### src/hw/rtl/snoise_pkg.sv
// Shared types, constants and helper functions for the 3D simplex noise block.
// Used by snoise_ctrl, snoise_dp and simplex_noise_3d_octaves. No dependencies.
package snoise_pkg;

	localparam int MUL_W  = 33;
	localparam int PROD_W = 66;
	localparam int OCT_W  = 4;
	localparam int TOT_W  = 28;
	localparam int OUT_W  = 22;

	localparam logic [32:0] RECIP3    = 33'd5592406;
	localparam logic [32:0] INV3_24   = 33'h0_00AA_AAAB;
	localparam logic [36:0] FALLOFF   = 37'd644245094;
	localparam logic [22:0] DIV_BIAS  = 23'd3145728;
	localparam logic [20:0] REM_BIAS  = 21'd786432;
	localparam logic [21:0] SIX_UNIT  = 22'd393216;
	localparam logic [TOT_W-1:0] OCT_ONE = TOT_W'(65536);
	localparam logic signed [TOT_W-1:0] SAT_MAX = TOT_W'(2097151);
	localparam logic signed [TOT_W-1:0] SAT_MIN = -TOT_W'(2097152);

	typedef enum logic [4:0] {
		OP_NONE, OP_LOAD, OP_REM, OP_REM2, OP_OA, OP_OB, OP_OC, OP_OD,
		OP_CE, OP_MX, OP_DX, OP_DY, OP_DZ, OP_SX, OP_SY, OP_SZ,
		OP_T, OP_T2, OP_T4, OP_TM, OP_ACC, OP_OE, OP_OUT
	} op_t;

	typedef struct packed {
		op_t              op;
		logic [OCT_W-1:0] oct;
		logic [1:0]       corner;
	} cmd_t;

	typedef struct packed {
		logic t_neg;
		logic out_free;
	} stat_t;

	localparam logic [7:0] PERM [256] = '{
		8'd151,8'd160,8'd137,8'd91,8'd90,8'd15,8'd131,8'd13,8'd201,8'd95,8'd96,8'd53,
		8'd194,8'd233,8'd7,8'd225,8'd140,8'd36,8'd103,8'd30,8'd69,8'd142,
		8'd8,8'd99,8'd37,8'd240,8'd21,8'd10,8'd23,8'd190,8'd6,8'd148,8'd247,8'd120,
		8'd234,8'd75,8'd0,8'd26,8'd197,8'd62,8'd94,8'd252,8'd219,8'd203,8'd117,
		8'd35,8'd11,8'd32,8'd57,8'd177,8'd33,8'd88,8'd237,8'd149,8'd56,8'd87,8'd174,
		8'd20,8'd125,8'd136,8'd171,8'd168,8'd68,8'd175,8'd74,8'd165,8'd71,
		8'd134,8'd139,8'd48,8'd27,8'd166,8'd77,8'd146,8'd158,8'd231,8'd83,8'd111,
		8'd229,8'd122,8'd60,8'd211,8'd133,8'd230,8'd220,8'd105,8'd92,8'd41,
		8'd55,8'd46,8'd245,8'd40,8'd244,8'd102,8'd143,8'd54,8'd65,8'd25,8'd63,8'd161,
		8'd1,8'd216,8'd80,8'd73,8'd209,8'd76,8'd132,8'd187,8'd208,8'd89,
		8'd18,8'd169,8'd200,8'd196,8'd135,8'd130,8'd116,8'd188,8'd159,8'd86,8'd164,
		8'd100,8'd109,8'd198,8'd173,8'd186,8'd3,8'd64,8'd52,8'd217,8'd226,
		8'd250,8'd124,8'd123,8'd5,8'd202,8'd38,8'd147,8'd118,8'd126,8'd255,8'd82,
		8'd85,8'd212,8'd207,8'd206,8'd59,8'd227,8'd47,8'd16,8'd58,8'd17,8'd182,
		8'd189,8'd28,8'd42,8'd223,8'd183,8'd170,8'd213,8'd119,8'd248,8'd152,8'd2,
		8'd44,8'd154,8'd163,8'd70,8'd221,8'd153,8'd101,8'd155,8'd167,8'd43,
		8'd172,8'd9,8'd129,8'd22,8'd39,8'd253,8'd19,8'd98,8'd108,8'd110,8'd79,8'd113,
		8'd224,8'd232,8'd178,8'd185,8'd112,8'd104,8'd218,8'd246,8'd97,
		8'd228,8'd251,8'd34,8'd242,8'd193,8'd238,8'd210,8'd144,8'd12,8'd191,8'd179,
		8'd162,8'd241,8'd81,8'd51,8'd145,8'd235,8'd249,8'd14,8'd239,
		8'd107,8'd49,8'd192,8'd214,8'd31,8'd181,8'd199,8'd106,8'd157,8'd184,8'd84,
		8'd204,8'd176,8'd115,8'd121,8'd50,8'd45,8'd127,8'd4,8'd150,8'd254,
		8'd138,8'd236,8'd205,8'd93,8'd222,8'd114,8'd67,8'd29,8'd24,8'd72,8'd243,
		8'd141,8'd128,8'd195,8'd78,8'd66,8'd215,8'd61,8'd156,8'd180
	};

	function automatic logic [3:0] mod12(input logic [7:0] h);
		logic [15:0] prod;
		logic [7:0]  q12;
		prod = 16'(h) * 16'd171;
		q12  = 8'(prod[15:11]) * 8'd12;
		return 4'(h - q12);
	endfunction

	// floor(e * 2^13 / 3) from q = floor((e + bias) / 3) and remainder b
	function automatic logic signed [32:0] scale_off(input logic [20:0] q,
			input logic [1:0] b);
		logic signed [35:0] acc;
		logic [12:0]        frac;
		case (b)
			2'd1:    frac = 13'd2730;
			2'd2:    frac = 13'd5461;
			default: frac = 13'd0;
		endcase
		acc = $signed({2'b0, q, 13'b0}) - 36'sh2_0000_0000 + $signed({23'b0, frac});
		return 33'(acc);
	endfunction

	function automatic logic signed [34:0] grad_dot(input logic [3:0] g,
			input logic signed [32:0] dx, input logic signed [32:0] dy,
			input logic signed [32:0] dz);
		logic signed [34:0] x, y, z, r;
		x = 35'(dx);
		y = 35'(dy);
		z = 35'(dz);
		case (g)
			4'd0:    r =  x + y;
			4'd1:    r = -x + y;
			4'd2:    r =  x - y;
			4'd3:    r = -x - y;
			4'd4:    r =  x + z;
			4'd5:    r = -x + z;
			4'd6:    r =  x - z;
			4'd7:    r = -x - z;
			4'd8:    r =  y + z;
			4'd9:    r = -y + z;
			4'd10:   r =  y - z;
			4'd11:   r = -y - z;
			default: r = '0;
		endcase
		return r;
	endfunction

endpackage

### src/hw/rtl/snoise_ctrl.sv
// Sequencer for the simplex noise block: octave and corner loops, input handshake.
// Depends on snoise_pkg.
module snoise_ctrl #(
	parameter int MAX_OCTAVES = 8
) (
	input  logic                clk,
	input  logic                arst_n,
	input  logic                in_valid,
	output logic                in_ready,
	input  logic [3:0]          octave_count,
	input  snoise_pkg::stat_t   status,
	output snoise_pkg::cmd_t    cmd
);
	import snoise_pkg::*;

	localparam int CNT_W = $clog2(MAX_OCTAVES + 1);

	typedef enum logic [21:0] {
		S_IDLE = 22'h000001, S_REM  = 22'h000002, S_REM2 = 22'h000004,
		S_OA   = 22'h000008, S_OB   = 22'h000010, S_OC   = 22'h000020,
		S_OD   = 22'h000040, S_CE   = 22'h000080, S_MX   = 22'h000100,
		S_DX   = 22'h000200, S_DY   = 22'h000400, S_DZ   = 22'h000800,
		S_SX   = 22'h001000, S_SY   = 22'h002000, S_SZ   = 22'h004000,
		S_T    = 22'h008000, S_T2   = 22'h010000, S_T4   = 22'h020000,
		S_TM   = 22'h040000, S_ACC  = 22'h080000, S_OE   = 22'h100000,
		S_FIN  = 22'h200000
	} state_t;

	state_t           state_q, state_d;
	logic [CNT_W-1:0] cnt_q, oct_q, clamp;
	logic [1:0]       corner_q;
	logic             accept;

	assign in_ready = (state_q == S_IDLE);
	assign accept   = in_valid && in_ready;
	assign clamp    = ({1'b0, octave_count} > 5'(MAX_OCTAVES)) ? CNT_W'(MAX_OCTAVES)
	                                                            : CNT_W'(octave_count);

	always_comb begin
		state_d    = state_q;
		cmd.op     = OP_NONE;
		cmd.oct    = OCT_W'(oct_q);
		cmd.corner = corner_q;
		unique case (state_q)
			S_IDLE: begin
				if (accept) begin
					cmd.op  = OP_LOAD;
					state_d = (clamp == '0) ? S_FIN : S_REM;
				end
			end
			S_REM:  begin cmd.op = OP_REM;  state_d = S_REM2; end
			S_REM2: begin cmd.op = OP_REM2; state_d = S_OA;   end
			S_OA:   begin cmd.op = OP_OA;   state_d = S_OB;   end
			S_OB:   begin cmd.op = OP_OB;   state_d = S_OC;   end
			S_OC:   begin cmd.op = OP_OC;   state_d = S_OD;   end
			S_OD:   begin cmd.op = OP_OD;   state_d = S_CE;   end
			S_CE:   begin cmd.op = OP_CE;   state_d = S_MX;   end
			S_MX:   begin cmd.op = OP_MX;   state_d = S_DX;   end
			S_DX:   begin cmd.op = OP_DX;   state_d = S_DY;   end
			S_DY:   begin cmd.op = OP_DY;   state_d = S_DZ;   end
			S_DZ:   begin cmd.op = OP_DZ;   state_d = S_SX;   end
			S_SX:   begin cmd.op = OP_SX;   state_d = S_SY;   end
			S_SY:   begin cmd.op = OP_SY;   state_d = S_SZ;   end
			S_SZ:   begin cmd.op = OP_SZ;   state_d = S_T;    end
			S_T: begin
				cmd.op  = OP_T;
				state_d = status.t_neg ? S_ACC : S_T2;
			end
			S_T2:   begin cmd.op = OP_T2;   state_d = S_T4;   end
			S_T4:   begin cmd.op = OP_T4;   state_d = S_TM;   end
			S_TM:   begin cmd.op = OP_TM;   state_d = S_ACC;  end
			S_ACC: begin
				cmd.op  = OP_ACC;
				state_d = (corner_q == 2'd3) ? S_OE : S_CE;
			end
			S_OE: begin
				cmd.op  = OP_OE;
				state_d = (CNT_W'(oct_q + 1'b1) == cnt_q) ? S_FIN : S_OA;
			end
			S_FIN: begin
				if (status.out_free) begin
					cmd.op  = OP_OUT;
					state_d = S_IDLE;
				end
			end
			default: state_d = S_IDLE;
		endcase
	end

	always_ff @(posedge clk or negedge arst_n) begin
		if (!arst_n) begin
			state_q  <= S_IDLE;
			cnt_q    <= '0;
			oct_q    <= '0;
			corner_q <= '0;
		end else begin
			state_q <= state_d;
			if (accept) begin
				cnt_q <= clamp;
				oct_q <= '0;
			end
			if (state_q == S_OD)
				corner_q <= '0;
			else if (state_q == S_ACC)
				corner_q <= corner_q + 2'd1;
			if (state_q == S_OE)
				oct_q <= CNT_W'(oct_q + 1'b1);
		end
	end

endmodule

### config.mk
export PLATFORM = sky130hd
export DESIGN_NAME = snoise_ctrl
export DESIGN_NICKNAME = d
export VERILOG_FILES = /design/src/hw/rtl/snoise_pkg.sv /design/src/hw/rtl/snoise_ctrl.sv
export SDC_FILE = /design/constraint.sdc
export NUM_CORES = 1
export LEC_CHECK = 0
export BUFFER_PORTS_ARGS = -buffer_cell sky130_fd_sc_hd__buf_2
export CAP_MARGIN = 30
export CORE_MARGIN = 10
export CORE_UTILIZATION = 40
export DETAILED_ROUTE_END_ITERATION = 10
export PLACE_DENSITY_LB_ADDON = 0.2
export REMOVE_ABC_BUFFERS = 1
export SYNTH_ARGS = -nofsm -noshare
export SYNTH_HDL_FRONTEND = slang
export SYNTH_SLANG_ARGS = --single-unit
### constraint.sdc
create_clock -name clk -period 6.7 [get_ports clk]
set_input_delay 1.005 -clock clk [delete_from_list [all_inputs] [get_ports clk]]
set_output_delay 1.005 -clock clk [all_outputs]
set_load 0.02 [all_outputs]
==> impl_metrics.json <==
{
  "fp-row-count": 24,
  "critPathCapture": "cmd[6]",
  "yosysWarnings": 0,
  "rsz0062_at_grt": "no",
  "muxShareOfSynthArea_pct": 0.6012,
  "holdWs_ns": 0.5168,
  "fin_util_pct": 47.49,
  "power.share.sequential_pct": 38.4,
  "cp.required_ns": 5.69,
  "clock_skew_ns": 0.006916,
  "max_freq_ghz": 0.2597,
  "synth_area_mm2": 0.001873,
  "die_height_um": 88.43,
  "drtPass1Iterations": 6,
  "rrSetupSlack_ns": 4.04,
  "die-area_mm2": 0.007820,
  "port_buffers": 20,
  "dp_cells": 263,
  "p_clk_share_pct": 29.0,
  "synth_fa_ha_area_share_pct": 1.336,
  "cp_cell_sequence": "or4_4, nor4_4, nand3b_1, nor4b_1, nor4_1, nand3_1, buf_2",
  "areaGrowthSynthToFinish_pct": 12.69,
  "ys_seq_area_share_pct": 42.82,
  "clk_path_buf_depth": 2,
  "first_global_vias": 1552,
  "layout_min_cycle_time_ns": 3.850,
  "synth_compound_area_share_pct": 10.02,
  "stdcell_count": 271,
  "p_int_uw": 403.5,
  "finalSetupViolCount": 0,
  "place.gp.congestion": 0.8110,
  "synthArstFlopShare_pct": 100.0,
  "numCtsBuffers": 5,
  "cts_setup_buffers": 0,
  "netSwitchingPower_uw": 215.1,
  "cts_max_level": 2,
  "clockRootBuffer": "clkbuf_8",
  "ys_types": 51,
  "totalWireLength_mm": 4.399,
  "dp_hpwl_mm": 3.364,
  "synthFlopType": "dfrtp_1",
  "slowest_delay_ns": 0.59,
  "fillCellCount": 436,
  "ff_latch_area_um2": 802.0,
  "synth_edf_count": 0,
  "critical_path_class": "flop to output port",
  "antenna_found_initial": 0,
  "postLayoutCellArea_mm2": 0.002111,
  "viasPerCell": 5.697,
  "max-cap-violations": 0,
  "finalCritPeriodShare_pct": 57.47,
  "core-area_mm2": 0.004444,
  "setup_tns_ns": 0,
  "ir_drop_v": 0.0001978,
  "r2r_end": "oct_q[2]$_DFFE_PN0P_",
  "pwr-share-comb_pct": 32.6,
  "ys_seq_elements": 32,
  "ctsResizeCount": 0,
  "reg2regPathDepth": 6,
  "initial_core_util_pct": 42.15,
  "hp-start": "cnt_q[2]$_DFFE_PN0P_",
  "synth_xor_area_share_pct": 5.144,
  "hold_buffers": 0,
  "synth_top_family_by_area": "simple AND/OR/NAND/NOR gates",
  "arrival_ns": 2.85,
  "min_path_type": "flop to flop",
  "clock-sinks": 32,
  "outcome": "finished, final reports clean",
  "grt_pass1_wl_mm": 7.445,
  "worst_pin_slew_ns": 0.7297,
  "drtAntennaViolNets": 0,
  "startpoint_type": "flop",
  "multi_input_area_mm2": 0.001025,
  "globalRouteOverflowTotal": 0,
  "grt.total_usage_pct": 12.31,
  "nets": 229,
  "grt_max_degree": 33,
  "die_x_um": 88.43,
  "place_area_mm2": 0.002003,
  "avgRoutedWirePerCell_um": 16.23,
  "antenna_cells": 0,
  "report.final.slew_viol_count": 0,
  "synth.avg_cell_area_um2": 9.460,
  "synth_cells": 198,
  "swShare_pct": 34.77,
  "clkTransAtPathRegs_ns": 0.07,
  "drive_above_1_share_pct": 18.26,
  "first_iter_violations": 83,
  "finalHoldViolations": 0,
  "p_per_area_mw_per_mm2": 293.1,
  "r2r-start": "state_q[9]$_DFFE_PN0P_",
  "drc": 0,
  "io_pins": 21,
  "cellLeakagePower_nw": 1.004,
  "critPathCaptureType": "output port",
  "critPathMaxFanout": 11,
  "cpMaxStageDelayCell": "or4_4",
  "crit_start": "state_q[9]$_DFFE_PN0P_",
  "maxSlewHeadroom_pct": 50.91,
  "synth_simple_gate_area_share_pct": 37.61,
  "vias": 1544,
  "cts_tree": "yes",
  "clock_latency_ns": 0.28
}
synthesized netlist by cell type, types with 3 or more instances:
| library cell | number | area (um^2) |
|---|---|---|
| dfrtp_1 | 31 | 775.7 |
| nor2_1 | 16 | 60.06 |
| nand2b_1 | 15 | 93.84 |
| nand2_1 | 13 | 48.80 |
| o21ai_0 | 13 | 65.06 |
| nand3_1 | 10 | 50.05 |
| nor4_1 | 9 | 56.30 |
| nor4b_1 | 9 | 78.83 |
| nor3_1 | 7 | 35.03 |
| xor2_1 | 6 | 52.55 |
| and3_1 | 5 | 31.28 |
| xnor2_1 | 5 | 43.79 |
| clkbuf_1 | 4 | 15.01 |
| nor2b_1 | 4 | 25.02 |
| inv_1 | 3 | 11.26 |
placed cells by master (no fill, tap or decap), drive strengths merged, types with 7 or more instances in the layout:
| cell type | n |
|---|---|
| buf | 20 |
| nor2 | 17 |
| nor3 | 7 |
| o21ai | 13 |
| dfrtp | 31 |
| nand3 | 10 |
| nand2b | 15 |
| nor4 | 11 |
| nand2 | 13 |
| nor4b | 9 |
per-stage QoR:
step                setup WS [ns]  total power [mW]
finish                      2.850            0.6186
global route                2.675            0.6599
CTS                         2.821            0.6225
detailed placement          3.148            0.4422
global placement            3.075            0.4417
floorplan                   3.508            0.3853
flip-flops by register name (all words and copies together) (netlist names):
name      flops
oct_q         4
state_q      22
corner_q      2
cnt_q         4
final cells by class:
type                       count  area share (%)
clock buffer                   6           3.438
multi-input combinational    156           48.55
tap                           52           3.082
sequential                    32           38.00
timing repair buffer          20           4.742
clock inverter                 2           1.660
inverter                       3          0.5335
routing by layer:
metal | track usage, % | wire length, um
met1 | 14.19 | 1991
met3 | 4.228 | 189
met2 | 20.36 | 2130
met4 | 5.286 | 87
met5 | 0 | 0
worst max-delay path, delay by kind of cell (launching register included):
family / cells / cell delay (ns)
DFF: 1 / 0.42
buffers and inverters: 1 / 0.16
and+or+nand+nor: 6 / 1.96
kinds of logic (layout without fill, tap and decap cells):
group / count (synthesis) / in the layout
simple gates: 113 / 113
flops: 32 / 32
compound gates: 29 / 29
xor+xnor: 11 / 11
buf+inv: 10 / 31
fa+ha+maj: 2 / 2
mux: 1 / 1
worst min path at each step:
stage / end / slack (ns) / cells after the start
floorplan: cnt_q[2]$_DFFE_PN0P_ / 0.47 / 2
global placement: cnt_q[2]$_DFFE_PN0P_ / 0.51 / 2
detailed placement: cnt_q[2]$_DFFE_PN0P_ / 0.51 / 2
CTS: cnt_q[2]$_DFFE_PN0P_ / 0.52 / 2
global route: cnt_q[3]$_DFFE_PN0P_ / 0.54 / 1
finish: cnt_q[2]$_DFFE_PN0P_ / 0.52 / 2
power by group through the flow:
stage / combinational, mW / clock (mW) / sequential [mW]
after floorplan: 0.150 / 0 / 0.236
after global placement: 0.201 / 0 / 0.241
after detailed placement: 0.201 / 0 / 0.241
after CTS: 0.202 / 0.183 / 0.237
after global routing: 0.223 / 0.195 / 0.242
final: 0.202 / 0.179 / 0.238
(Power assumes the default switching activity.)
